`config.mk`:
```
export PLATFORM = sky130hd
export DESIGN_NAME = met_fifo
export DESIGN_NICKNAME = d
export VERILOG_FILES = /design/src/rtl/assert_macros.svh /design/src/rtl/met_pkg.sv /design/src/rtl/met_fifo.sv
export SDC_FILE = /design/constraint.sdc
export NUM_CORES = 1
export LEC_CHECK = 0
export BUFFER_PORTS_ARGS = -buffer_cell sky130_fd_sc_hd__buf_4
export CAP_MARGIN = 30
export CORE_ASPECT_RATIO = 0.5
export CORE_MARGIN = 2
export CORE_UTILIZATION = 45
export DETAILED_ROUTE_END_ITERATION = 8
export PLACE_DENSITY = 0.74
export SKIP_LAST_GASP = 1
export SYNTH_ARGS = -nofsm -noshare
export SYNTH_HDL_FRONTEND = slang
export SYNTH_SLANG_ARGS = --single-unit
```
`constraint.sdc`:
```
create_clock -name clock -period 8.9 [get_ports clock]
set_input_delay 1.78 -clock clock [delete_from_list [all_inputs] [get_ports clock]]
set_output_delay 1.78 -clock clock [all_outputs]
set_load 0.03 [all_outputs]
```
`src/rtl/assert_macros.svh`:
```
// assertion helpers shared by the rtl
`ifndef ASSERT_MACROS_SVH
`define ASSERT_MACROS_SVH

// expression must hold at every rising clock edge outside reset
`define ASSERT_ALWAYS(label, clk, rst, expr, msg) \
   label: assert property (@(posedge clk) disable iff (rst) (expr)) else $error(msg);

// antecedent implies consequent in the same cycle
`define ASSERT_IMPLY(label, clk, rst, ante, cons, msg) \
   label: assert property (@(posedge clk) disable iff (rst) (ante) |-> (cons)) \
      else $error(msg);

`endif

```
`src/rtl/met_pkg.sv`:
```
package met_pkg;

   localparam int PIXEL_W   = 10;
   localparam int COORD_W   = 13;
   localparam int Q_W       = 32;
   localparam int STEP_W    = 31;
   localparam int ITER_W    = 12;
   localparam int COUNT_W   = 13;
   localparam int FRAC_BITS = 28;
   localparam int PROD_W    = PIXEL_W + STEP_W;
   localparam int SAT_W     = 44;
   localparam int MUL_W     = 2 * Q_W;
   localparam int SQ_W      = MUL_W - FRAC_BITS;
   localparam int CROSS_W   = MUL_W - FRAC_BITS + 1;
   localparam int ADDR_W    = 5;
   localparam int DATA_W    = 32;

   localparam int IMAGE_WIDTH_DEF  = 1024;
   localparam int IMAGE_HEIGHT_DEF = 1024;
   localparam int ITER_LIMIT_DEF   = 4095;
   localparam int QUEUE_DEPTH_DEF  = 2;

   localparam logic signed [Q_W-1:0] MIN_RE_RST  = -32'sd536870912;
   localparam logic signed [Q_W-1:0] MAX_IM_RST  = 32'sd536870912;
   localparam logic [STEP_W-1:0]     STEP_RST    = 31'd1049601;
   localparam logic [ITER_W-1:0]     MAX_ITER_RST = 12'd64;

   // 4.0 in q4.28, at the width of the magnitude sum
   localparam logic signed [SQ_W:0] ESCAPE_BOUND = (SQ_W + 1)'(64'sd1073741824);

   localparam logic signed [SAT_W-1:0] SAT_HI = SAT_W'(32'sh7FFF_FFFF);
   localparam logic signed [SAT_W-1:0] SAT_LO = SAT_W'($signed(32'h8000_0000));

   typedef enum logic [2:0] {
      REG_MIN_RE   = 3'd0,
      REG_MAX_IM   = 3'd1,
      REG_STEP_RE  = 3'd2,
      REG_STEP_IM  = 3'd3,
      REG_MAX_ITER = 3'd4
   } reg_index_type;

   typedef struct packed {
      logic signed [Q_W-1:0] min_re;
      logic signed [Q_W-1:0] max_im;
      logic [STEP_W-1:0]     step_re;
      logic [STEP_W-1:0]     step_im;
      logic [ITER_W-1:0]     loop_limit;
   } cfg_type;

   typedef struct packed {
      logic [PIXEL_W-1:0]    px;
      logic [PIXEL_W-1:0]    py;
      logic signed [Q_W-1:0] cr;
      logic signed [Q_W-1:0] ci;
      logic [ITER_W-1:0]     limit;
   } job_type;

   typedef struct packed {
      logic full;
      logic empty;
   } fifo_stat_type;

   function automatic logic signed [Q_W-1:0] sat_q(input logic signed [SAT_W-1:0] v);
      logic signed [Q_W-1:0] r;
      if (v > SAT_HI) begin
         r = SAT_HI[Q_W-1:0];
      end else if (v < SAT_LO) begin
         r = SAT_LO[Q_W-1:0];
      end else begin
         r = v[Q_W-1:0];
      end
      return r;
   endfunction

endpackage

```
`src/rtl/met_fifo.sv`:
```
module met_fifo #(
   parameter int DEPTH = met_pkg::QUEUE_DEPTH_DEF
) (
   input  logic                          clock,
   input  logic                          reset,
   input  logic                          push,
   input  met_pkg::job_type              wr_data,
   input  logic                          pop,
   output met_pkg::job_type              rd_data,
   output met_pkg::fifo_stat_type        stat,
   output logic [$clog2(DEPTH+1)-1:0]    count
);
   import met_pkg::*;

   localparam int PTR_W = (DEPTH > 1) ? $clog2(DEPTH) : 1;
   localparam int CNT_W = $clog2(DEPTH + 1);
   localparam logic [PTR_W-1:0] PTR_LAST = PTR_W'(DEPTH - 1);
   localparam logic [CNT_W-1:0] CNT_FULL = CNT_W'(DEPTH);

   job_type          mem_ff [DEPTH];
   logic [PTR_W-1:0] wr_ptr_ff, wr_ptr_in, rd_ptr_ff, rd_ptr_in;
   logic [CNT_W-1:0] count_ff, count_in;

   assign rd_data    = mem_ff[rd_ptr_ff];
   assign stat.full  = (count_ff == CNT_FULL);
   assign stat.empty = (count_ff == '0);
   assign count      = count_ff;

   always_comb begin
      wr_ptr_in = wr_ptr_ff;
      rd_ptr_in = rd_ptr_ff;
      count_in  = count_ff;
      if (push) begin
         wr_ptr_in = (wr_ptr_ff == PTR_LAST) ? '0 : wr_ptr_ff + 1'b1;
      end
      if (pop) begin
         rd_ptr_in = (rd_ptr_ff == PTR_LAST) ? '0 : rd_ptr_ff + 1'b1;
      end
      if (push && !pop) begin
         count_in = count_ff + 1'b1;
      end else if (pop && !push) begin
         count_in = count_ff - 1'b1;
      end
   end

   always_ff @(posedge clock) begin
      if (reset) begin
         wr_ptr_ff <= '0;
         rd_ptr_ff <= '0;
         count_ff  <= '0;
      end else begin
         wr_ptr_ff <= wr_ptr_in;
         rd_ptr_ff <= rd_ptr_in;
         count_ff  <= count_in;
      end
      if (push) begin
         mem_ff[wr_ptr_ff] <= wr_data;
      end
   end
endmodule

```
## Word level (Yosys, flattened, before mapping)

Memory sizes are Yosys's and may differ from the RTL's. A register that Yosys moved wholly into a read port is not among the register bits.
Cells that the tools add are included.

- Bits in registers: 4
- RAM bits: 192
- Input port bits: 100
- Output and inout port bits: 100
- Logic and storage cells: 23
- Memories: 1

Memory list:

| memory | depth | bits a word | rd ports | clocked after memory_dff | write ports | RTL line | text |
|---|---|---|---|---|---|---|---|
| mem_ff | 2 | 96 | 1 | 1 | 1 | met_fifo.sv:20 | `job_type mem_ff [DEPTH];` |

- $add $sub $neg: 4
- Equality and inequality tests: 1
- Mux-type cells: 8
- Reductions and logical operators: 6

Operator list:

| operator | number |
|---|---|
| 1-bit two-way mux | 6 |
| 2-bit two-way mux | 2 |
| 1-bit adder (second input constant) | 2 |
| 2-bit by 1-bit adder with 2-bit output (second input constant) | 1 |
| 2-bit equality test (second input constant) | 1 |
| 1-bit logical AND | 2 |
| 1-bit zero test | 2 |
| 2-bit zero test | 1 |
| 2-bit nonzero test | 1 |
| 2-bit by 1-bit subtractor with 2-bit output (second input constant) | 1 |

## Depth between registers and ports, before layout

- Depth in word-level cells: 4
- Depth in mapped cells: 5
- Depth with buffers taken out: 5

## Worst setup path before layout

Ideal clock, no wire load.

- Path kind: input port to flip-flop
- Start point: input push
- End point: memory mem_ff[0][0] (netlist bit) (enable)
- Library setup time: 0.563 ns
- Arrival time: 5.961 ns
- Data required time: 8.337 ns
- Path slack: 2.376 ns
- Cell stages on the path: 1
- Cell sequence: nor2b_1

- Word-level cells in the longest chain between the ends: 2

RTL lines:

| element | RTL line | text |
|---|---|---|
| start: declaration | met_fifo.sv:6 | `input logic push,` |
| 1-bit two-way mux | met_fifo.sv:56 | `if (push) begin` |
| 1-bit two-way mux (not written as such) | met_fifo.sv:57 | `mem_ff[wr_ptr_ff] <= wr_data;` |
| end: declaration | met_fifo.sv:20 |  |

Every way passes these cells.

==> results.toml <==
[logic_synthesis]
synth_area_mm2 = 0.00733
synth_adder_area_share_pct = 0.171
netlist_instances = 321
synth_mux_area_share_pct = 16.8
yosysWarnings = 0
synth_compound_area_share_pct = 0.136
synth_simple_gate_area_share_pct = 0.597
synth_cell_types = 18
synth_top_family_by_area = "multiplexers"
yosysSeqAreaShare_pct = 80.0
synth_seq_cells = 197
yosys.area_share.xor_xnor_pct = 0.478
avgSynthCellArea_um2 = 22.8
synth_nets = 422

[detailed_routing]
drt_wl_total_um = 13400
firstDrtPassIters = 6
drtIter0Drc = 177
ant_nets = 0
vias = 3586
post_drt_wl_per_cell_um = 17.5
drc = 0
vias_per_cell = 4.68

[placement]
place_area_mm2 = 0.00906
port-buffer-count = 199
dp_hpwl_um = 8930
finalWeightedCongestion = 0.695

[clock_network]
cts_tree = "built"
worst_skew_pair.late_latency_ns = 0.42
cts_root_buffer = "clkbuf_16"
post_cts_buffers = 0
clkTransAtPathRegs_ns = 0.07
ctsHoldBuffers = 0
numCtsBuffers = 17
cts_resized = 0
clockBufferDepth = 2
h-tree-depth = 4
clock_sinks = 197

[hold_path]
min_from = "rd_ptr_ff"
holdPathEnd = "rd_ptr_ff"
hold_depth = 2
hold_path_class = "flip-flop to flip-flop"

[timing]
skew_ns = 0.00815
fin_crit_sh_pct = 50.0
rsz0062_at_grt = "false"
tightest_slew_ns = 0.814
setup_viol = 0
slew_headroom_pct = 45.7
hold_viol = 0
period_minus_slack_ns = 4.45
fmax_mhz = 225
setup_tns_ns = 0
final_max_slew_viol_count = 0

[floorplanning]
die_area_mm2 = 0.0174
die_w_um = 185
core_area_mm2 = 0.0157
die_height_um = 94.3
ioPinCount = 200
rows = 32
start_util_pct = 46.8

[setup_path]
r2r_start = "wr_ptr_ff"
required_ns = 7.12
worstPathArrival_ns = 2.67
cp_max_fo = 50
crit_path_start_kind = "flip-flop"
ff2ff_path_depth = 3
end_kind = "output pin"
reg2reg_slack_ns = 6.94
path_class = "flip-flop to output pin"
r2r-end = "mem_ff[0][52]"

[global_route]
first_global_vias = 3819
grt_pass1_wl_um = 20300
grt_overflow = 0
grt_max_degree = 65
antenna_found_initial = 0
grt_use_total_pct = 15.9

[final_layout]
area_growth_pct = 31.1
final_common_cell = "buf_4"
final_layout_size_suffix_gt1_share_pct = 60.8
layout_common_cells = "202 x buf_4, 192 x edfxtp_1, 56 x mux2_2"
num-fill-cells = 1127
fin_nets = 634
num_antenna_cells = 0
fin_area_mm2 = 0.00961

[power]
ir_worst_vdd_mv = 0.136
power_density_mw_per_mm2 = 226
leakagePower_nw = 3.67

[run]
maxCapViolations = 0

[outcome]
outcome = "finished, final reports clean"
==> logic make-up (layout without fill, tap and decap cells) <==
group | after synthesis | in the layout
adder cells (fa/ha/maj) | 1 | 1
AND/OR/NAND/NOR | 9 | 9
buffers and inverters | 12 | 237
XOR/XNOR | 4 | 4
multiplexers | 96 | 96
AO/OA/AOI/OAI | 2 | 2
flip-flops | 197 | 197
==> worst max-delay path by stage <==
stage	start	to	slack, ns	depth (start not counted)
after floorplan	push	mem_ff[0][0]	2.38	1
after global placement	flip-flop	rd_data[83]	4.89	3
after detailed placement	flip-flop	rd_data[75]	4.88	3
after CTS	flip-flop	rd_data[75]	4.41	3
after global routing	flip-flop	rd_data[75]	4.30	3
final	flip-flop	rd_data[75]	4.45	3
==> metal layers <==
layer	GRT usage [%]	share of wire, %	up-vias
li1	-	-	1691
met4	5.60	1.8	0
met5	0	0	-
met1	18.1	39	1789
met2	29.3	55	91
met3	4.07	3.7	15
==> metrics by stage <==
step | setup slack, ns | total power, W | hold WS [ns] | utilization (%) | cells
finish | 4.45 | 0.00217 | 0.519 | 61.4 | 767
global route | 4.30 | 0.00226 | 0.567 | 61.4 | 767
CTS | 4.41 | 0.00220 | 0.528 | 61.4 | 767
detailed placement | 4.88 | 0.00148 | 0.505 | 57.9 | 735
global placement | 4.89 | 0.00147 | 0.494 | 57.5 | 733
floorplan | 2.38 | 0.00135 | 0.480 | - | 321
==> sequential cells by signal (all words and copies together) (netlist names), named ones only <==
name       cells
count          2
mem_ff       192
rd_ptr_ff      1
wr_ptr_ff      1
==> cell usage after synthesis <==
cell      count  area share, %
buf_2         5           0.34
and2_1        1          0.085
mux2_4       40            8.2
a21oi_1       1          0.068
edfxtp_1    192             79
nor2_1        5           0.26
buf_8         1           0.20
or3_1         1          0.085
inv_1         1          0.051
xor2_1        2           0.24
dfxtp_1       5            1.4
ha_1          1           0.17
mux2_2       56            8.6
xnor2_1       2           0.24
nor2b_1       2           0.17
buf_6         1           0.15
o21ai_0       1          0.068
buf_12        4            1.1
==> critical path, cell delays in order (launching register included) <==
cell and delay (ns):
dfxtp_4 0.81, buf_4 0.78, mux2_2 0.42, buf_4 0.17
==> final cells by class <==
class / count / area (um2) / area share (%)
Tap cell: 221 / 277 / 2.88
Timing Repair Buffer: 204 / 1570 / 16.3
Clock buffer: 19 / 433 / 4.50
Clock inverter: 13 / 118 / 1.22
Sequential cell: 197 / 5870 / 61.0
Inverter: 1 / 3.75 / 0.0390
Multi-Input combinational cell: 112 / 1340 / 14.0
==> where the power goes <==
group	switching (W)	total, W	internal (W)
Clock	0.000346	0.000715	0.000369
Sequential	0.0000231	0.00110	0.00108
Combinational	0.000193	0.000351	0.000158
Total	0.000562	0.00217	0.00161
Note: power is estimated with default switching activity, not from simulation.
