### src/rtl/assert_macros.svh
// assertion helpers shared by the rtl
`ifndef ASSERT_MACROS_SVH
`define ASSERT_MACROS_SVH

// expression must hold at every rising clock edge outside reset
`define ASSERT_ALWAYS(label, clk, rst, expr, msg) \
   label: assert property (@(posedge clk) disable iff (rst) (expr)) else $error(msg);

// antecedent implies consequent in the same cycle
`define ASSERT_IMPLY(label, clk, rst, ante, cons, msg) \
   label: assert property (@(posedge clk) disable iff (rst) (ante) |-> (cons)) \
      else $error(msg);

`endif

### src/rtl/met_pkg.sv
package met_pkg;

   localparam int PIXEL_W   = 10;
   localparam int COORD_W   = 13;
   localparam int Q_W       = 32;
   localparam int STEP_W    = 31;
   localparam int ITER_W    = 12;
   localparam int COUNT_W   = 13;
   localparam int FRAC_BITS = 28;
   localparam int PROD_W    = PIXEL_W + STEP_W;
   localparam int SAT_W     = 44;
   localparam int MUL_W     = 2 * Q_W;
   localparam int SQ_W      = MUL_W - FRAC_BITS;
   localparam int CROSS_W   = MUL_W - FRAC_BITS + 1;
   localparam int ADDR_W    = 5;
   localparam int DATA_W    = 32;

   localparam int IMAGE_WIDTH_DEF  = 1024;
   localparam int IMAGE_HEIGHT_DEF = 1024;
   localparam int ITER_LIMIT_DEF   = 4095;
   localparam int QUEUE_DEPTH_DEF  = 2;

   localparam logic signed [Q_W-1:0] MIN_RE_RST  = -32'sd536870912;
   localparam logic signed [Q_W-1:0] MAX_IM_RST  = 32'sd536870912;
   localparam logic [STEP_W-1:0]     STEP_RST    = 31'd1049601;
   localparam logic [ITER_W-1:0]     MAX_ITER_RST = 12'd64;

   // 4.0 in q4.28, at the width of the magnitude sum
   localparam logic signed [SQ_W:0] ESCAPE_BOUND = (SQ_W + 1)'(64'sd1073741824);

   localparam logic signed [SAT_W-1:0] SAT_HI = SAT_W'(32'sh7FFF_FFFF);
   localparam logic signed [SAT_W-1:0] SAT_LO = SAT_W'($signed(32'h8000_0000));

   typedef enum logic [2:0] {
      REG_MIN_RE   = 3'd0,
      REG_MAX_IM   = 3'd1,
      REG_STEP_RE  = 3'd2,
      REG_STEP_IM  = 3'd3,
      REG_MAX_ITER = 3'd4
   } reg_index_type;

   typedef struct packed {
      logic signed [Q_W-1:0] min_re;
      logic signed [Q_W-1:0] max_im;
      logic [STEP_W-1:0]     step_re;
      logic [STEP_W-1:0]     step_im;
      logic [ITER_W-1:0]     loop_limit;
   } cfg_type;

   typedef struct packed {
      logic [PIXEL_W-1:0]    px;
      logic [PIXEL_W-1:0]    py;
      logic signed [Q_W-1:0] cr;
      logic signed [Q_W-1:0] ci;
      logic [ITER_W-1:0]     limit;
   } job_type;

   typedef struct packed {
      logic full;
      logic empty;
   } fifo_stat_type;

   function automatic logic signed [Q_W-1:0] sat_q(input logic signed [SAT_W-1:0] v);
      logic signed [Q_W-1:0] r;
      if (v > SAT_HI) begin
         r = SAT_HI[Q_W-1:0];
      end else if (v < SAT_LO) begin
         r = SAT_LO[Q_W-1:0];
      end else begin
         r = v[Q_W-1:0];
      end
      return r;
   endfunction

endpackage

### src/rtl/met_req_if.sv
interface met_req_if;
   import met_pkg::*;

   logic               valid;
   logic               ready;
   logic [PIXEL_W-1:0] pixel_x;
   logic [PIXEL_W-1:0] pixel_y;

   modport source (output valid, output pixel_x, output pixel_y, input ready);
   modport sink (input valid, input pixel_x, input pixel_y, output ready);
endinterface

### src/rtl/met_front.sv
module met_front #(
   parameter int IMAGE_WIDTH  = met_pkg::IMAGE_WIDTH_DEF,
   parameter int IMAGE_HEIGHT = met_pkg::IMAGE_HEIGHT_DEF,
   parameter int ITER_LIMIT   = met_pkg::ITER_LIMIT_DEF
) (
   input  logic                    clock,
   input  logic                    reset,
   met_req_if.sink                 req_chan,
   input  met_pkg::cfg_type        cfg,
   input  met_pkg::fifo_stat_type  stat,
   output logic                    push,
   output met_pkg::job_type        job
);
   import met_pkg::*;

   localparam logic [COORD_W-1:0] X_LAST   = COORD_W'(IMAGE_WIDTH - 1);
   localparam logic [COORD_W-1:0] Y_LAST   = COORD_W'(IMAGE_HEIGHT - 1);
   localparam logic [16:0]        ITER_CAP = 17'(ITER_LIMIT);

   logic                 s1_valid_ff, s1_valid_in;
   logic [PIXEL_W-1:0]   px_ff, px_in, py_ff, py_in;
   logic [PROD_W-1:0]    pre_ff, pre_in, pim_ff, pim_in;
   logic [ITER_W-1:0]    limit_ff, limit_in;
   logic [PIXEL_W-1:0]   x_clamp, y_clamp;
   logic                 accept;
   logic signed [SAT_W-1:0] cr_wide, ci_wide;

   assign req_chan.ready = !s1_valid_ff || !stat.full;
   assign accept         = req_chan.valid && req_chan.ready;
   assign push           = s1_valid_ff && !stat.full;

   // pixels past the image edge map to the last column or row
   always_comb begin
      x_clamp = req_chan.pixel_x;
      y_clamp = req_chan.pixel_y;
      if ({(COORD_W-PIXEL_W)'(0), req_chan.pixel_x} > X_LAST) begin
         x_clamp = X_LAST[PIXEL_W-1:0];
      end
      if ({(COORD_W-PIXEL_W)'(0), req_chan.pixel_y} > Y_LAST) begin
         y_clamp = Y_LAST[PIXEL_W-1:0];
      end
   end

   always_comb begin
      s1_valid_in = s1_valid_ff;
      px_in       = px_ff;
      py_in       = py_ff;
      pre_in      = pre_ff;
      pim_in      = pim_ff;
      limit_in    = limit_ff;
      if (push) begin
         s1_valid_in = 1'b0;
      end
      if (accept) begin
         s1_valid_in = 1'b1;
         px_in       = req_chan.pixel_x;
         py_in       = req_chan.pixel_y;
         pre_in      = PROD_W'(x_clamp) * PROD_W'(cfg.step_re);
         pim_in      = PROD_W'(y_clamp) * PROD_W'(cfg.step_im);
         limit_in    = cfg.loop_limit;
         if ({5'b0, cfg.loop_limit} > ITER_CAP) begin
            limit_in = ITER_CAP[ITER_W-1:0];
         end
      end
   end

   // point mapping, saturated to q4.28
   assign cr_wide = {{(SAT_W-Q_W){cfg.min_re[Q_W-1]}}, cfg.min_re}
                  + {{(SAT_W-PROD_W){1'b0}}, pre_ff};
   assign ci_wide = {{(SAT_W-Q_W){cfg.max_im[Q_W-1]}}, cfg.max_im}
                  - {{(SAT_W-PROD_W){1'b0}}, pim_ff};

   assign job.px    = px_ff;
   assign job.py    = py_ff;
   assign job.cr    = sat_q(cr_wide);
   assign job.ci    = sat_q(ci_wide);
   assign job.limit = limit_ff;

   always_ff @(posedge clock) begin
      if (reset) begin
         s1_valid_ff <= 1'b0;
      end else begin
         s1_valid_ff <= s1_valid_in;
      end
      px_ff    <= px_in;
      py_ff    <= py_in;
      pre_ff   <= pre_in;
      pim_ff   <= pim_in;
      limit_ff <= limit_in;
   end
endmodule

### src/flat_wrapper.sv
// flat-port wrapper written by rule: the top's interface ports become plain ports
module met_front_flat import met_pkg::*;
#(
   parameter int IMAGE_WIDTH  = met_pkg::IMAGE_WIDTH_DEF,
   parameter int IMAGE_HEIGHT = met_pkg::IMAGE_HEIGHT_DEF,
   parameter int ITER_LIMIT   = met_pkg::ITER_LIMIT_DEF
)
  (clock, reset, cfg, stat, push, job, req_chan_valid, req_chan_pixel_x, req_chan_pixel_y, req_chan_ready);
  met_req_if req_chan_i ();
  input  logic clock;
  input  logic reset;
  input  met_pkg::cfg_type cfg;
  input  met_pkg::fifo_stat_type stat;
  output logic push;
  output met_pkg::job_type job;
  input wire logic [$bits(req_chan_i.valid)-1:0] req_chan_valid;
  input wire logic [$bits(req_chan_i.pixel_x)-1:0] req_chan_pixel_x;
  input wire logic [$bits(req_chan_i.pixel_y)-1:0] req_chan_pixel_y;
  output wire logic [$bits(req_chan_i.ready)-1:0] req_chan_ready;
  assign req_chan_i.valid = req_chan_valid;
  assign req_chan_i.pixel_x = req_chan_pixel_x;
  assign req_chan_i.pixel_y = req_chan_pixel_y;
  assign req_chan_ready = req_chan_i.ready;
  met_front #(.IMAGE_WIDTH(IMAGE_WIDTH), .IMAGE_HEIGHT(IMAGE_HEIGHT), .ITER_LIMIT(ITER_LIMIT)) u_core (.clock(clock), .reset(reset), .req_chan(req_chan_i), .cfg(cfg), .stat(stat), .push(push), .job(job));
endmodule
### config.mk
export PLATFORM = sky130hd
export DESIGN_NAME = met_front_flat
export DESIGN_NICKNAME = d
export VERILOG_FILES = /design/src/rtl/assert_macros.svh /design/src/rtl/met_pkg.sv /design/src/rtl/met_req_if.sv /design/src/rtl/met_front.sv /design/src/flat_wrapper.sv
export SDC_FILE = /design/constraint.sdc
export NUM_CORES = 2
export LEC_CHECK = 0
export ABC_AREA = 1
export BUFFER_PORTS_ARGS = -buffer_cell sky130_fd_sc_hd__buf_2
export CAP_MARGIN = 20
export CELL_PAD_IN_SITES_DETAIL_PLACEMENT = 1
export CELL_PAD_IN_SITES_GLOBAL_PLACEMENT = 2
export CORE_MARGIN = 5
export CORE_UTILIZATION = 30
export CTS_BUF_LIST = sky130_fd_sc_hd__clkbuf_4 sky130_fd_sc_hd__clkbuf_8
export DETAILED_ROUTE_END_ITERATION = 10
export GPL_ROUTABILITY_DRIVEN = 0
export GPL_TIMING_DRIVEN = 0
export MAX_ROUTING_LAYER = met4
export PLACE_DENSITY = 0.78
export SYNTH_ARGS = -nofsm -noshare
export SYNTH_HDL_FRONTEND = slang
export SYNTH_SLANG_ARGS = --single-unit
### constraint.sdc
create_clock -name clock -period 12.3 [get_ports clock]
set_input_delay 0 -clock clock [delete_from_list [all_inputs] [get_ports clock]]
set_output_delay 0 -clock clock [all_outputs]
set_load 0.02 [all_outputs]
# Yosys cells after proc, flatten, opt, wreduce, memory -nomap -nowiden
# Cells that the tools add are included.
[totals]
ff_bits = 115
input_bits = 163
output_inout_bits = 98
[classes]
addsub = 2
mul = 2
n_lt_le_gt_ge = 4
n_mux = 6
reduce_logical = 6
[op_table]
columns = ["op", "count"]
rows = [
  ["32-bit 2-to-1 mux", 4],
  ["44-bit by 32-bit > comparator with 1-bit output (second input constant)", 2],
  ["44-bit by 32-bit less-than comparator with 1-bit output (second input constant)", 2],
  ["10-bit by 31-bit multiplier with 41-bit output", 2],
  ["32-bit by 42-bit adder with 43-bit output", 1],
  ["32-bit by 42-bit subtractor with 43-bit output", 1],
  ["1-bit logical AND", 2],
  ["1-bit logical NOT", 2],
  ["1-bit 2-to-1 mux", 2],
  ["2-bit nonzero test", 1],
  ["1-bit logical OR", 1],
]

# Logic depth before layout (Yosys ltp)
[logic_depth]
depth_word = 4
ltp_mapped = 24
ltp_nobuf = 23

# Worst setup path after synthesis
# OpenSTA, ideal clock, no wires.
[synth_timing]
kind = "flip-flop to flip-flop"
startpoint = "reg u_core.s1_valid_ff"
endpoint = "reg u_core.limit_ff[0], enable pin"
setup_ns = 0.624
t_arrival_ns = 5.809
required_time_ns = 11.676
slack_ns = 5.867
stages_incl_launch_ff = 2
path_cell_list = "dfxtp_1 > a21oi_1"
[synth_between]
elab_chain_len = 3
[synth_rtl]
columns = ["element", "line", "text"]
rows = [
  ["from (decl)", "met_front.sv:20", "logic s1_valid_ff, s1_valid_in;"],
  ["from (signal assigned)", "met_front.sv:83", "s1_valid_ff <= s1_valid_in;"],
  ["1-bit logical NOT", "met_front.sv:28", "assign req_chan.ready = !s1_valid_ff || !stat.full;"],
  ["1-bit logical OR", "met_front.sv:28", ""],
  ["1-bit logical AND", "met_front.sv:29", "assign accept = req_chan.valid && req_chan.ready;"],
  ["via u_core.accept", "met_front.sv:25", "logic accept;"],
  ["to (signal assigned)", "met_front.sv:89", "limit_ff <= limit_in;"],
  ["to (decl)", "met_front.sv:23", "logic [ITER_W-1:0] limit_ff, limit_in;"],
]
# The timed path passes the listed nets, and every way through them passes these cells.
# A chain may end at the register's enable or synchronous reset.

# Final worst setup path
[layout_timing]
startpoint = "in req_chan_pixel_x[5]"
endpoint = "reg u_core.pre_ff[28] (data pin)"
[layout_between]
elab_chain_len = 1
[layout_rtl]
columns = ["element", "line", "text"]
rows = [
  ["from (decl)", "flat_wrapper.sv:17", "input wire logic [$bits(req_chan_i.pixel_x)-1:0] req_chan_pixel_x;"],
  ["10-bit by 31-bit multiplier with 41-bit output", "met_front.sv:58", "pre_in = PROD_W'(x_clamp) * PROD_W'(cfg.step_re);"],
  ["to (signal assigned)", "met_front.sv:87", "pre_ff <= pre_in;"],
  ["to (decl)", "met_front.sv:22", "logic [PROD_W-1:0] pre_ff, pre_in, pim_ff, pim_in;"],
]
# Every way passes these cells.

==> impl_metrics.py <==
metrics = {
    "status": {
        "status": "finished clean",
    },
    "floorplan": {
        "die_w_um": 328.9,
        "fp.dieH_um": 328.9,
        "placementRows": 117,
        "core_area_mm2": 0.1014,
        "die_area_mm2": 0.1082,
        "io_pins": 261,
        "initial_core_util": 0.3007,
    },
    "job": {
        "max_cap_viol_count": 0,
    },
    "routing": {
        "wl_per_cell_um": 18.29,
        "drc": 0,
        "wl_mm": 109.0,
        "firstDrtPassIters": 5,
        "num_vias": 27244,
        "viasPerCell": 4.573,
        "final_antenna_net_count": 0,
        "drt_iter0_drc": 1370,
    },
    "synthesis": {
        "postSynth.asyncResetShare": 0,
        "synthCells": 4313,
        "ys_seq_area_frac": 0.1129,
        "synth_edf_count": 114,
        "avgSynthCellArea_um2": 7.073,
        "syn_nets": 5174,
        "ys_ff_latch": 115,
        "ys_types": 40,
        "syn_area_mm2": 0.03050,
        "yosysWarnings": 0,
        "synthFlopType": "edfxtp_1",
    },
    "power_and_ir_drop": {
        "p_leak_nw": 19.74,
        "total_power_mw": 9.961,
        "ir_drop_mv": 0.1262,
        "power.density_mw_per_mm2": 292.0,
    },
    "placement": {
        "place_hpwl_mm": 93.46,
        "dpl.cell_count": 5882,
        "portBuffers": 197,
    },
    "setup_path": {
        "rr_endpoint": "u_core.limit_ff[0]",
        "crit_top_cell": "fa_1",
        "crit_family": "adder cells",
        "cp-start-kind": "input pin",
        "path_cells": "dlygate4sd3_1 -> buf_2 -> clkbuf_1 -> nand2_1 -> fa_1 -> fa_1 -> inv_1 -> fa_1 -> fa_1 -> inv_1 -> fa_1 -> inv_1 -> ha_1 -> a21oi_1 -> o21ai_0 -> a21oi_1 -> o21ai_0 -> nand2_1 -> nand2_1 -> a21oi_1 -> o21bai_1 -> xor2_1",
        "rr_startpoint": "u_core.s1_valid_ff",
        "rr_worst_depth": 2,
        "end_kind": "flop",
        "critPathMaxFanout": 10,
        "reg2reg_slack_ns": 10.07,
        "crit_required_ns": 12.56,
        "worstSetupPathType": "input pin to flop",
        "crit_buf_inv": 6,
        "critPathMaxStageDelay_ns": 0.72,
        "cpMaxStageDelayCell": "clkbuf_1",
        "arrival_ns": 6.48,
    },
    "clock_tree": {
        "numCtsBuffers": 17,
        "post_cts_buffers": 0,
        "cts_resized": 0,
        "clock_tree.root_cell": "clkbuf_8",
        "clock-sinks": 115,
        "cts_tree": "built",
        "cts.clk_slew.worst_paths_ns": 0.07,
        "clockBufferDepth": 2,
        "cts_max_level": 4,
        "insertion_delay_ns": 0.56,
    },
    "grt": {
        "grt_overflow_total": 0,
        "antenna_found_initial": 11,
        "grt_max_degree": 32,
        "grtUsageTotal": 0.2093,
        "grt_pass1_vias": 29618,
        "grt_pass1_wl_mm": 170.3,
    },
    "timing": {
        "period_minus_slack_ns": 6.215,
        "grt_setup_unrepaired": "false",
        "hold_slack_ns": 0.08035,
        "fin_crit_sh": 0.5053,
        "finalClockSkew_ns": 0.03458,
        "hold_violations": 0,
        "fmax_mhz": 160.9,
        "drv_slew": 0,
        "worst_pin_slew_ns": 0.9744,
        "setup-tns-final_ns": 0,
        "setup-violations-final": 0,
        "relSlewSlack": 0.3504,
    },
    "finish": {
        "n_fill_cell": 12812,
        "drive_gt1_frac": 0.05718,
        "multi_input_area_mm2": 0.02234,
        "final_cells": 5958,
        "finalNetCount": 5431,
        "final_util": 0.3362,
        "synthToLayoutAreaGrowth_pct": 11.83,
        "seq_area_mm2": 0.003443,
    },
    "min_path": {
        "worstHoldStart": "cfg[12]",
        "hold_class": "input pin to flop",
        "min_to": "u_core.pim_ff[0]",
        "holdPathStages": 3,
    },
}
## area by class of cell
cell class | count | area share
Clock buffer | 19 | 0.007299
Timing Repair Buffer | 238 | 0.04255
Buffer | 134 | 0.01695
Inverter | 1107 | 0.1218
Antenna cell | 8 | 0.0005869
Sequential cell | 115 | 0.1009
Tap cell | 1368 | 0.05018
Clock inverter | 12 | 0.004805
Multi-Input combinational cell | 2957 | 0.6549
## registers in the layout, indices dropped and copies added (netlist names)
signal and flops:
u_core.s1_valid_ff 1, u_core.py_ff 10, u_core.pre_ff 41, u_core.pim_ff 41, u_core.px_ff 10, u_core.limit_ff 12
## stage by stage
step / worst slack (ns) / instance area, µm²
after global placement: 2.975 / 33200
after CTS: 6.126 / 34090
after detailed placement: 6.077 / 33310
after global routing: 5.749 / 34110
after floorplan: 5.867 / 30500
final: 6.085 / 34110
## power by group
group	internal, mW	leakage [nW]	switching, mW
clock network	0.221	0.211	0.188
registers	0.875	1.11	0.0494
logic	2.94	18.4	5.68
## cell families after synthesis
family | after synthesis | share of synthesized area
AOI/OAI and AO/OA | 344 | 0.06304
xor gates and xnor gates | 137 | 0.03958
adders and majority gates | 698 | 0.4000
buffers and inverters | 1241 | 0.1552
DFF | 115 | 0.1129
and+or+nand+nor | 1778 | 0.2293
## worst max path at each step
stage / startpoint / to / slack [ns] / cells after the start
after floorplan: u_core.s1_valid_ff / u_core.limit_ff[0] / 5.87 / 1
after global placement: u_core.s1_valid_ff / u_core.py_ff[7] / 2.97 / 1
after detailed placement: req_chan_pixel_y[3] / u_core.pim_ff[28] / 6.08 / 23
after CTS: req_chan_pixel_y[3] / u_core.pim_ff[28] / 6.13 / 24
after global routing: req_chan_pixel_y[3] / u_core.pim_ff[34] / 5.75 / 24
final: req_chan_pixel_x[5] / u_core.pre_ff[28] / 6.08 / 22
## layout by cell type, fill, tap and decap left out, drive strengths merged, types with 3 or more instances in the layout
cell / n
nand4: 21
buf: 213
ha: 236
a21o: 4
fa: 462
and3: 4
o21bai: 25
edfxtp: 114
clkinv: 7
o21a: 8
nand3b: 10
nor2: 243
a221oi: 3
inv: 1107
xor2: 87
diode: 8
bufinv: 4
o21ai: 77
nand2: 1386
o211ai: 3
xnor2: 50
nor4: 8
dlygate4sd3: 37
and2: 3
nor3: 19
a31oi: 39
a21boi: 3
o221ai: 3
clkbuf: 141
a21oi: 171
a211oi: 5
nand3: 82
## synth_stat cells (5+ instances only)
cell / count / area (µm²)
nand3b_1: 10 / 75.07
buf_6: 8 / 90.09
a21oi_1: 171 / 855.8
nor4_1: 8 / 50.05
a211oi_1: 5 / 37.54
edfxtp_1: 114 / 3423
nand2_1: 1380 / 5180
o21ai_0: 73 / 365.4
nand2_2: 6 / 37.54
a31oi_1: 39 / 244.0
ha_1: 236 / 2953
xnor2_1: 50 / 437.9
nand4_1: 21 / 131.4
nor2_1: 238 / 893.4
fa_1: 462 / 9249
inv_1: 1107 / 4155
clkbuf_1: 122 / 457.9
o21bai_1: 25 / 187.7
nor3_1: 17 / 85.08
o21a_1: 8 / 60.06
nand3_2: 5 / 50.05
nor2_2: 5 / 31.28
xor2_1: 86 / 753.2
nand3_1: 77 / 385.4
## routing by layer
| metal | track usage | share of wire | up-vias |
|---|---|---|---|
| met4 | 0.04231 | 0.018 | 0 |
| met5 | - | 0 | - |
| met1 | 0.2936 | 0.49 | 13485 |
| met2 | 0.3288 | 0.45 | 450 |
| met3 | 0.02507 | 0.039 | 85 |
| li1 | - | - | 13224 |
## worst register-to-register path: stages (launching register included)
cell and delay [ns]:
dfxtp_1 0.35, a21oi_4 0.70, dlygate4sd3_1 0.87
## timing repair
action,in CTS,in global routing
setup endpoints to repair,0,0
hold buffers,37,0
endpoints found under the hold margin,38,0
No activity file was read; power rests on OpenSTA's default activity.
