`config.mk`:
```
export PLATFORM = sky130hd
export DESIGN_NAME = met_csr
export DESIGN_NICKNAME = d
export VERILOG_FILES = /design/src/rtl/assert_macros.svh /design/src/rtl/met_pkg.sv /design/src/rtl/met_csr.sv
export SDC_FILE = /design/constraint.sdc
export NUM_CORES = 1
export LEC_CHECK = 0
export BUFFER_PORTS_ARGS = -buffer_cell sky130_fd_sc_hd__buf_2
export CAP_MARGIN = 20
export CORE_UTILIZATION = 45
export DETAILED_ROUTE_END_ITERATION = 8
export PLACE_DENSITY = 0.75
export RECOVER_POWER = 25
export SYNTH_ARGS = -nofsm -noshare
export SYNTH_HDL_FRONTEND = slang
export SYNTH_SLANG_ARGS = --single-unit
```
`constraint.sdc`:
```
create_clock -name clock -period 1.22 [get_ports clock]
set_input_delay 0.183 -clock clock [delete_from_list [all_inputs] [get_ports clock]]
set_output_delay 0.183 -clock clock [all_outputs]
set_load 0.1 [all_outputs]
```
`src/rtl/assert_macros.svh`:
```
// assertion helpers shared by the rtl
`ifndef ASSERT_MACROS_SVH
`define ASSERT_MACROS_SVH

// expression must hold at every rising clock edge outside reset
`define ASSERT_ALWAYS(label, clk, rst, expr, msg) \
   label: assert property (@(posedge clk) disable iff (rst) (expr)) else $error(msg);

// antecedent implies consequent in the same cycle
`define ASSERT_IMPLY(label, clk, rst, ante, cons, msg) \
   label: assert property (@(posedge clk) disable iff (rst) (ante) |-> (cons)) \
      else $error(msg);

`endif

```
`src/rtl/met_pkg.sv`:
```
package met_pkg;

   localparam int PIXEL_W   = 10;
   localparam int COORD_W   = 13;
   localparam int Q_W       = 32;
   localparam int STEP_W    = 31;
   localparam int ITER_W    = 12;
   localparam int COUNT_W   = 13;
   localparam int FRAC_BITS = 28;
   localparam int PROD_W    = PIXEL_W + STEP_W;
   localparam int SAT_W     = 44;
   localparam int MUL_W     = 2 * Q_W;
   localparam int SQ_W      = MUL_W - FRAC_BITS;
   localparam int CROSS_W   = MUL_W - FRAC_BITS + 1;
   localparam int ADDR_W    = 5;
   localparam int DATA_W    = 32;

   localparam int IMAGE_WIDTH_DEF  = 1024;
   localparam int IMAGE_HEIGHT_DEF = 1024;
   localparam int ITER_LIMIT_DEF   = 4095;
   localparam int QUEUE_DEPTH_DEF  = 2;

   localparam logic signed [Q_W-1:0] MIN_RE_RST  = -32'sd536870912;
   localparam logic signed [Q_W-1:0] MAX_IM_RST  = 32'sd536870912;
   localparam logic [STEP_W-1:0]     STEP_RST    = 31'd1049601;
   localparam logic [ITER_W-1:0]     MAX_ITER_RST = 12'd64;

   // 4.0 in q4.28, at the width of the magnitude sum
   localparam logic signed [SQ_W:0] ESCAPE_BOUND = (SQ_W + 1)'(64'sd1073741824);

   localparam logic signed [SAT_W-1:0] SAT_HI = SAT_W'(32'sh7FFF_FFFF);
   localparam logic signed [SAT_W-1:0] SAT_LO = SAT_W'($signed(32'h8000_0000));

   typedef enum logic [2:0] {
      REG_MIN_RE   = 3'd0,
      REG_MAX_IM   = 3'd1,
      REG_STEP_RE  = 3'd2,
      REG_STEP_IM  = 3'd3,
      REG_MAX_ITER = 3'd4
   } reg_index_type;

   typedef struct packed {
      logic signed [Q_W-1:0] min_re;
      logic signed [Q_W-1:0] max_im;
      logic [STEP_W-1:0]     step_re;
      logic [STEP_W-1:0]     step_im;
      logic [ITER_W-1:0]     loop_limit;
   } cfg_type;

   typedef struct packed {
      logic [PIXEL_W-1:0]    px;
      logic [PIXEL_W-1:0]    py;
      logic signed [Q_W-1:0] cr;
      logic signed [Q_W-1:0] ci;
      logic [ITER_W-1:0]     limit;
   } job_type;

   typedef struct packed {
      logic full;
      logic empty;
   } fifo_stat_type;

   function automatic logic signed [Q_W-1:0] sat_q(input logic signed [SAT_W-1:0] v);
      logic signed [Q_W-1:0] r;
      if (v > SAT_HI) begin
         r = SAT_HI[Q_W-1:0];
      end else if (v < SAT_LO) begin
         r = SAT_LO[Q_W-1:0];
      end else begin
         r = v[Q_W-1:0];
      end
      return r;
   endfunction

endpackage

```
`src/rtl/met_csr.sv`:
```
module met_csr (
   input  logic                           clock,
   input  logic                           reset,
   input  logic                           psel,
   input  logic                           penable,
   input  logic                           pwrite,
   input  logic [met_pkg::ADDR_W-1:0]     paddr,
   input  logic [met_pkg::DATA_W-1:0]     pwdata,
   output logic [met_pkg::DATA_W-1:0]     prdata,
   output logic                           pready,
   output met_pkg::cfg_type               cfg
);
   import met_pkg::*;

   cfg_type       cfg_ff;
   cfg_type       cfg_in;
   reg_index_type reg_idx;
   logic          wr_en;

   assign reg_idx = reg_index_type'(paddr[ADDR_W-1:2]);
   assign wr_en   = psel && penable && pwrite;
   assign pready  = 1'b1;
   assign cfg     = cfg_ff;

   always_comb begin
      cfg_in = cfg_ff;
      if (wr_en) begin
         case (reg_idx)
            REG_MIN_RE:   cfg_in.min_re     = pwdata;
            REG_MAX_IM:   cfg_in.max_im     = pwdata;
            REG_STEP_RE:  cfg_in.step_re    = pwdata[STEP_W-1:0];
            REG_STEP_IM:  cfg_in.step_im    = pwdata[STEP_W-1:0];
            REG_MAX_ITER: cfg_in.loop_limit = pwdata[ITER_W-1:0];
            default: ;
         endcase
      end
   end

   always_comb begin
      case (reg_idx)
         REG_MIN_RE:   prdata = cfg_ff.min_re;
         REG_MAX_IM:   prdata = cfg_ff.max_im;
         REG_STEP_RE:  prdata = {1'b0, cfg_ff.step_re};
         REG_STEP_IM:  prdata = {1'b0, cfg_ff.step_im};
         REG_MAX_ITER: prdata = {{(DATA_W-ITER_W){1'b0}}, cfg_ff.loop_limit};
         default:      prdata = '0;
      endcase
   end

   always_ff @(posedge clock) begin
      if (reset) begin
         cfg_ff.min_re     <= MIN_RE_RST;
         cfg_ff.max_im     <= MAX_IM_RST;
         cfg_ff.step_re    <= STEP_RST;
         cfg_ff.step_im    <= STEP_RST;
         cfg_ff.loop_limit <= MAX_ITER_RST;
      end else begin
         cfg_ff <= cfg_in;
      end
   end
endmodule

```
==> implementation parameters, run 1 <==
Parameter                              Value

Yosys
  Post-synthesis sequential element count ... between 100 and 150
  Cell types occupying the most area after synthesis ... sky130_fd_sc_hd__dfxtp_1 (42%), sky130_fd_sc_hd__mux2i_1 (17%), sky130_fd_sc_hd__nand2b_1 (13%)
  Library cell with the largest summed area after synthesis ... sky130_fd_sc_hd__dfxtp_1
  Post-Syn Area ... between 6000 and 7000 sq um
  Sequential cell area fraction in the yosys report ... a little over two fifths
  Average footprint of a synthesized cell ... approximately 10 sq um
  Synthesized instance count ... 640
  Library cells used by synthesis ... 27
  Total nets after synthesis ... 682
  Library cell with the highest instance count after synthesis ... sky130_fd_sc_hd__dfxtp_1
  Top post-synthesis cells by count ... sky130_fd_sc_hd__dfxtp_1 (138), sky130_fd_sc_hd__nand2b_1 (132), sky130_fd_sc_hd__mux2i_1 (111)
  Fraction of synthesis flops using an asynchronous set or reset pin ... 0%
  Share of the synthesized area in the top cell type ... 41.8%
  Count of warnings emitted by yosys ... 0
  Commonest register cell after synthesis ... sky130_fd_sc_hd__dfxtp_1
  Number of enable-type register cells in the synthesized netlist ... 0

Place
  Gpl congestion ... 0.868
  DP Wirelength ... between 15 and 20 mm
  Placed cell count ... between 1000 and 1500
  Port Buffer Count ... 209

Clock network
  Post-CTS Repair Setup Buffers ... 18
  Buffer levels on the longest clock path ... 2
  Count of instances resized after the clock tree is built ... between 100 and 150
  Root Driver ... sky130_fd_sc_hd__clkbuf_16
  Htree depth ... 4
  Number of buffers created by CTS ... 17
  Hold-fix buffers at CTS ... 0
  CTS sink cnt ... between 100 and 150

Floorplan
  Die Y-Extent ... between 100 and 150 um
  Initial core utilization ... a little under half
  Number of ports placed on the die boundary ... about 210
  Die Width ... approximately 120 um
  Site Rows ... 43

Run status
  Tool error ... [ERROR DPL-0033] detailed placement checks failed during check placement.
  Stage where the flow stopped ... clock tree synthesis
  Status ... did not finish
-- cell families after synthesis --
logic type,Yosys count,synth area share [%]
AND/OR/NAND/NOR,212,20.0
flip-flops,138,41.8
AO/OA/AOI/OAI,92,8.11
other,1,0.0568
multiplexers,142,25.4
buffers and inverters,55,4.62
-- per-stage QoR --
stage / TNS [ns] / hold slack, ns / instance area, sq um / setup slack [ns] / util, %
3_3_place_gp: -35.77 / 0.452 / 12400 / -0.425 / 87.7
2_1_floorplan: -10.32 / 0.328 / 7660 / -0.437 / -
3_5_place_dp: -42.94 / 0.459 / 12400 / -0.526 / 87.7
==> run 2: changes to the inputs <==
Settings changed: CORE_UTILIZATION 45 to 30, PLACE_DENSITY 0.75 to default, PLACE_DENSITY_LB_ADDON from default to 0.15.
Clock period 1.22 ns to 1.6 ns, I/O delays scaled along.
==> run 2 against run 1 <==
Against the previous run: synthesized cell count unchanged; synthesized area unchanged; the flow now finishes, with violations (negative setup slack).
==> implementation parameters, run 2 <==
Parameter                              Value

Run status
  Status ... finished with violations
  Failing checks ... negative setup slack

Routing
  Initial DRC Count ... 205
  Residual antenna-violating net count after detailed routing ... 0
  Remaining DRCs ... 0
  Drt wl/cell ... roughly 18 um
  Detail-routed via count per cell ... about 4.8
  Number of detailed-routing iterations run before antenna repair ... 4
  Wire length after detailed routing ... roughly 22 mm
  Vias post-DR ... ~5800

Global routing
  Total global routing overflow ... 0
  Global Route Usage Sum ... 20.0%
  Maximum number of pins on one net before global-route repair ... 67
  Wire length of the first global-routing pass ... between 30 and 40 mm
  Via count of the first global-routing pass ... 5923
  Antenna violations before repair ... 5

Clock network
  Root Driver ... sky130_fd_sc_hd__clkbuf_16
  Buffer levels on the longest clock path ... 2 (unchanged)
  Number of buffers created by CTS ... 17 (unchanged)
  Htree depth ... 4 (unchanged)
  Clock latency on the worst-skew pair ... slightly above 0.4 ns
  Hold-fix buffers at CTS ... 0 (unchanged)
  Clock tree from TritonCTS ... done
  CTS sink cnt ... 138 (unchanged)
  Clock slew at the register clock pins of the worst setup and hold paths ... approximately 0.06 ns

Yosys
  Library cell with the highest instance count after synthesis ... sky130_fd_sc_hd__dfxtp_1
  Proportion of synthesized area in mux cells ... 25.4% (unchanged)
  Dominant combinational cell family by area after synthesis ... multiplexers
  Number of enable-type register cells in the synthesized netlist ... 0 (unchanged)
  Commonest register cell after synthesis ... sky130_fd_sc_hd__dfxtp_1
  Cell types occupying the most area after synthesis ... sky130_fd_sc_hd__dfxtp_1 (42%), sky130_fd_sc_hd__mux2i_1 (17%), sky130_fd_sc_hd__nand2b_1 (13%)
  Post-synthesis sequential element count ... 138 (unchanged)
  Synthesized instance count ... 640 (unchanged)
  Count of warnings emitted by yosys ... 0 (unchanged)
  Average footprint of a synthesized cell ... 10.3 sq um (unchanged)
  Fraction of synthesis flops using an asynchronous set or reset pin ... 0% (unchanged)
  Synthesized-area fraction occupied by ao, oa, aoi and oai cells ... 8.11% (unchanged)
  Xor-xnor portion of the synthesized cell area ... 0% (unchanged)
  Sequential cell area fraction in the yosys report ... 41.8% (unchanged)
  Share of the synthesized area in the top cell type ... 41.8% (unchanged)
  Simple-gate area share of the yosys netlist ... 20.0% (unchanged)
  Total nets after synthesis ... 682 (unchanged)
  Library cell with the largest summed area after synthesis ... sky130_fd_sc_hd__dfxtp_1
  Post-synthesis share of cell area spent on full adders, half adders and majority gates ... 0% (unchanged)
  Top post-synthesis cells by count ... sky130_fd_sc_hd__dfxtp_1 (138), sky130_fd_sc_hd__nand2b_1 (132), sky130_fd_sc_hd__mux2i_1 (111)
  Post-Syn Area ... 6600 sq um (unchanged)
  Library cells used by synthesis ... 27 (unchanged)

Critical path
  Delay of the slowest critical-path stage ... 0.47 ns
  Critical Path RT ... between 1 and 1.5 ns
  Kind of start point of the critical path ... register
  Worst reg2reg setup slack ... 0.73 ns
  Critical Setup Path Class ... reg2out
  Startpoint of the worst register-to-register path ... cfg[59]
  Logic depth of the worst register-to-register path ... 4
  Kind of end point of the critical path ... output pin
  Reg-to-Reg End ... cfg[59]
  Maximum fanout along the worst path ... 2
  Sequence of cells on the critical path ... mux4_2 -> nor2b_4 -> buf_12
  Cell with the largest stage delay on the worst path ... sky130_fd_sc_hd__mux4_2
  Count of buffer and inverter cells on the critical path ... 1
  Cell family contributing the most delay on the critical path ... multiplexers
  Worst path arrival time ... 1.55 ns

Worst hold path
  Worst hold path endpoint ... cfg[105]
  Hold Crit Start ... pwdata[31]
  Hold WC Path Type ... in2reg
  Number of stages on the worst hold path ... 3

Cells and area
  Max FFs per register ... between 100 and 150
  Share of post-route cells with drive strength above 1 ... between 60 and 70%
  Final Util ... between 40% and 50%
  Area growth from synthesis to layout ... 60.0%
  Commonest cells after routing, fill and taps aside ... sky130_fd_sc_hd__buf_2 (171), sky130_fd_sc_hd__dfxtp_4 (138), sky130_fd_sc_hd__nand2b_1 (132)
  Most common cell after layout, fill and taps aside ... sky130_fd_sc_hd__buf_2
  Filler Cells Inserted ... 1926
  Final net count ... around 940

Floorplan
  Core area ... between 20000 and 25000 sq um
  Die Y-Extent ... 150 um (+22%)
  Number of ports placed on the die boundary ... 213 (unchanged)
  Die Width ... 150 um (+22%)
  Die ar. ... 22600 sq um
  Initial core utilization ... 31.0% (-16 points)
  Site Rows ... 53 (+23%)

Power and ir drop
  Sequential share of power ... between 30 and 40%
  Power Dens Cells ... 790 nW/um^2
  Net Sw Frac ... ~26%
  Net Switching ... 2160 uW
  Comb power frac ... around 12%
  Leakage power ... approximately 0.0047 uW
  Max rail drop VDD ... 0.649 mV
  Internal Power ... 6180 uW
  Clock network power share ... about 50%

Timing
  Upper clock frequency limit ... between 500 and 600 MHz
  Worst-case setup margin in the final layout ... -0.188 ns
  RSZ-0062 raised after global routing ... yes
  Max-slew violation total from the final report ... 0
  Worst Skew ... 0 ns
  Number of setup violations in the final report ... 31
  Final Critical Period ... 1.79 ns
  Number of hold violations in the final report ... 0
  Actual transition at the worst max-transition pin ... 0.549 ns
  Max-Slew Margin vs Limit ... between 60% and 70%
  Part of the cycle the worst path needs ... 112%

Place
  Gpl congestion ... 0.793 (-8.7%)
  DP Wirelength ... 15.7 mm (-16%)
  Port Buffer Count ... 209 (unchanged)
  Pre-CTS setup slack ... -0.173 ns (+0.353 ns)

Job
  Max-cap check violation count ... 0
[run 2: layer usage]
metal  GRT usage, %  up-vias  routed length, um
li1               -     2771                  -
met1           24.3     2778               9550
met2           33.7      193              10600
met3           5.30       30               1430
met4           7.22        0                419
met5              0        -                  0
[run 2: final cells by class]
cell class | instances | area, sq um | area share (%)
Antenna cell | 3 | 7.51 | 0.0711
Clock buffer | 17 | 425 | 4.03
Clock inverter | 15 | 181 | 1.72
Multi-Input combinational cell | 447 | 4010 | 37.9
Sequential cell | 138 | 3280 | 31.1
Tap cell | 275 | 344 | 3.26
Timing Repair Buffer | 298 | 2320 | 21.9
[run 2: per-stage QoR]
step           setup TNS (ns)  instances  cell area (sq um)  total power [uW]  hold WS [ns]
2_1_floorplan          -0.155        640               7700              4060         0.385
6_report                -4.79       1193              10600              8340        0.0861
3_5_place_dp            -3.16       1118               9630              4360         0.486
4_1_cts                 -5.35       1179              10600              8460        0.0721
3_3_place_gp            -2.61       1118               9630              4350         0.479
5_1_grt                 -6.25       1192              10600              8680        0.0842
[run 2: logic make-up after synthesis]
logic type	after synthesis
buffers and inverters	55
multiplexers	142
flip-flops	138
AND/OR/NAND/NOR	212
AO/OA/AOI/OAI	92
other	1
[run 2: power by group through the flow]
stage                     logic, uW  registers [uW]  clock network, uW
final                          1020            3270               4050
after global routing           1070            3270               4340
after CTS                      1040            3270               4150
after detailed placement       1010            3350                  0
after global placement         1000            3340                  0
after floorplan                 530            3530                  0
[run 2: timing repair]
| item | 4_1_cts | 5_1_grt |
|---|---|---|
| pin swaps | 2 | 10 |
| endpoints found under the setup margin | 31 | 31 |
| gates resized for setup | 34 | 2 |
| setup buffers | 29 | 11 |
[run 2: worst register-to-register path: cells and delay by family (launching register included)]
kind | cells | cell delay (ns)
buf+inv | 1 | 0.13
flops | 1 | 0.34
simple gates | 1 | 0.12
compound gates | 2 | 0.16
[run 2: worst max path at each step]
stage	start	end	slack, ns	depth (start not counted)
2_1_floorplan	paddr[2]	prdata[31]	-0.13	4
6_report	cfg[32]	prdata[20]	-0.19	3
3_3_place_gp	paddr[2]	prdata[17]	-0.16	5
5_1_grt	cfg[35]	prdata[23]	-0.23	3
3_5_place_dp	paddr[2]	prdata[12]	-0.17	5
4_1_cts	cfg[32]	prdata[20]	-0.21	3
Power figures use the tool's default switching activity.
==> run 3: changes to the inputs <==
Settings changed: CORE_ASPECT_RATIO from default to 2, PLACE_DENSITY from default to 0.6, PLACE_DENSITY_LB_ADDON 0.15 to default.
==> run 3 against run 2 <==
Against the previous run: the run still ends with negative setup slack left; combinational power barely moved; critical path type unchanged; setup slack improved by 0.0071 ns; register-to-register slack barely moved; global-route usage decreased by 0.075 points; power grew 0.71%; critical endpoint is now prdata[26]; die area is 0.16% higher; sequential power hardly changed; worst hold slack improved by 0.010 ns; design area is 0.41% higher.
==> implementation parameters, run 3 (same netlist as run 2, synthesis figures left out) <==
Parameter                              Value

Timing
  RSZ-0062 raised after global routing ... yes
  Upper clock frequency limit ... 561 MHz (+0.40%)
  Max-Slew Margin vs Limit ... 43.5% (-20 points)
  Actual transition at the worst max-transition pin ... 0.848 ns (+0.299 ns)
  Part of the cycle the worst path needs ... 111% (-0.44 points)
  Number of setup violations in the final report ... 31 (unchanged)
  Max-slew violation total from the final report ... 0 (unchanged)
  Worst Skew ... 0 ns (unchanged)
  Worst-case setup margin in the final layout ... -0.181 ns (+0.00708 ns)
  Number of hold violations in the final report ... 0 (unchanged)
  Final Critical Period ... 1.78 ns (-0.00708 ns)

Routing
  Drt wl/cell ... 18.7 um (+1.5%)
  Detail-routed via count per cell ... 4.86 (+0.39%)
  Remaining DRCs ... 0 (unchanged)
  Vias post-DR ... 5770 (-0.035%)
  Residual antenna-violating net count after detailed routing ... 0 (unchanged)
  Initial DRC Count ... 150 (-27%)
  Wire length after detailed routing ... 22.2 mm (+1.0%)
  Number of detailed-routing iterations run before antenna repair ... 4 (unchanged)

Critical path
  Critical Setup Path Class ... reg2out
  Logic depth of the worst register-to-register path ... 4 (unchanged)
  Startpoint of the worst register-to-register path ... cfg[60]
  Cell with the largest stage delay on the worst path ... sky130_fd_sc_hd__mux4_2
  Sequence of cells on the critical path ... mux4_2 -> nor2b_4 -> buf_12
  Kind of end point of the critical path ... output pin
  Reg-to-Reg End ... cfg[60]
  Critical path launch point ... cfg[38]
  End point of the critical path ... prdata[26]
  Worst reg2reg setup slack ... 0.74 ns (about the same)
  Maximum fanout along the worst path ... 2 (unchanged)
  Kind of start point of the critical path ... register
  Critical Path RT ... 1.36 ns (about the same)
  Delay of the slowest critical-path stage ... 0.47 ns (about the same)
  Worst path arrival time ... 1.54 ns (about the same)

Place
  DP Wirelength ... 16.0 mm (+1.5%)
  Port Buffer Count ... 209 (unchanged)
  Pre-CTS setup slack ... -0.196 ns (-0.0229 ns)
  Placed cell count ... 1120 (+0.18%)
  Gpl congestion ... 0.767 (-3.2%)

Power and ir drop
  Max rail drop VDD ... 0.692 mV (+6.6%)
  Leakage power ... 0.00467 uW (about the same)
  Power Dens Cells ... 792 nW/um^2 (+0.29%)

Clock network
  Clock latency on the worst-skew pair ... 0.41 ns (about the same)
  Number of buffers created by CTS ... 17 (unchanged)
  Buffer levels on the longest clock path ... 2 (unchanged)
  Clock tree from TritonCTS ... done
  Htree depth ... 4 (unchanged)
  CTS sink cnt ... 138 (unchanged)
  Root Driver ... sky130_fd_sc_hd__clkbuf_16
  Clock slew at the register clock pins of the worst setup and hold paths ... 0.06 ns (about the same)
  Hold-fix buffers at CTS ... 0 (unchanged)

Cells and area
  Share of post-route cells with drive strength above 1 ... 60.2% (-0.26 points)
  Commonest cells after routing, fill and taps aside ... sky130_fd_sc_hd__buf_2 (173), sky130_fd_sc_hd__dfxtp_4 (138), sky130_fd_sc_hd__nand2b_1 (132)
  Most common cell after layout, fill and taps aside ... sky130_fd_sc_hd__buf_2
  Max FFs per register ... 138 (unchanged)
  Final cell count without fillers ... 1188 (-0.42%)
  Area growth from synthesis to layout ... 60.7%
  Final net count ... 943 (-0.11%)

Global routing
  Antenna violations before repair ... 1 (-4)
  Global Route Usage Sum ... 19.9% (-0.075 points)
  Via count of the first global-routing pass ... 5977 (+0.91%)
  Wire length of the first global-routing pass ... 33.6 mm (-1.1%)
  Maximum number of pins on one net before global-route repair ... 53 (-21%)
  Total global routing overflow ... 0 (unchanged)

Floorplan
  Die Y-Extent ... 212 um (+41%)
  Die ar. ... 22600 sq um (+0.16%)
  Core area ... 21600 sq um (+1.4%)
  Die Width ... 107 um (-29%)
  Initial core utilization ... 30.6% (-0.43 points)
  Site Rows ... 76 (+43%)
  Number of ports placed on the die boundary ... 213 (unchanged)

Run status
  Failing checks ... negative setup slack
  Status ... finished with violations

Job
  Max-cap check violation count ... 0 (unchanged)

Worst hold path
  Number of stages on the worst hold path ... 3 (unchanged)
  Hold WC Path Type ... in2reg
-- run 3: worst min-delay path by stage --
stage,startpoint,endpoint,slack [ns]
2_1_floorplan,pwdata[31],cfg[105],0.38
3_3_place_gp,cfg[39],cfg[39],0.48
3_5_place_dp,cfg[99],cfg[99],0.49
4_1_cts,pwdata[31],cfg[105],0.08
5_1_grt,pwdata[30],cfg[136],0.11
6_report,pwdata[31],cfg[105],0.1
-- run 3: timing repair --
item                                   CTS  global route
setup endpoints to repair               31            31
buffers inserted                        33             2
resized for setup                       32             0
pin swaps                                0             8
endpoints found under the hold margin    0             0
-- run 3: through the flow --
step	setup TNS, ns	utilization (%)	hold slack, ns	cell area, sq um	total power (uW)
after global routing	-6.62	49.1	0.111	10600	8710
after global placement	-2.64	45.0	0.481	9720	4390
after CTS	-5.24	49.5	0.0759	10700	8550
final	-4.52	49.1	0.0963	10600	8400
after detailed placement	-2.91	45.0	0.485	9720	4400
after floorplan	-0.155	-	0.385	7700	4060
-- run 3: where the power goes --
group,internal [uW],switching (uW)
registers,3250,21.6
logic,380,670
clock network,2590,1500
-- run 3: final cells by class --
cell class / count / area [sq um]
diodes: 1 / 2.50
clock buffers: 18 / 429
clock inverters: 14 / 179
fillers: 1989 / 11000
multi-input cells: 447 / 4010
flip-flops and latches: 138 / 3280
well taps: 273 / 342
repair buffers: 297 / 2360
-- run 3: critical path, delay by kind of cell (launching register included) --
| kind | cells | cell delay [ns] |
|---|---|---|
| flops | 1 | 0.34 |
| simple gates | 1 | 0.15 |
| mux | 1 | 0.47 |
| buf+inv | 1 | 0.17 |
-- run 3: routing by layer --
layer  share of wire, %  track usage [%]  vias up
li1                   -                -     2752
met5                  0                0        -
met1                 37             20.8     2790
met2                 56             37.4      184
met3                3.8             3.29       44
met4                3.6             10.3        0
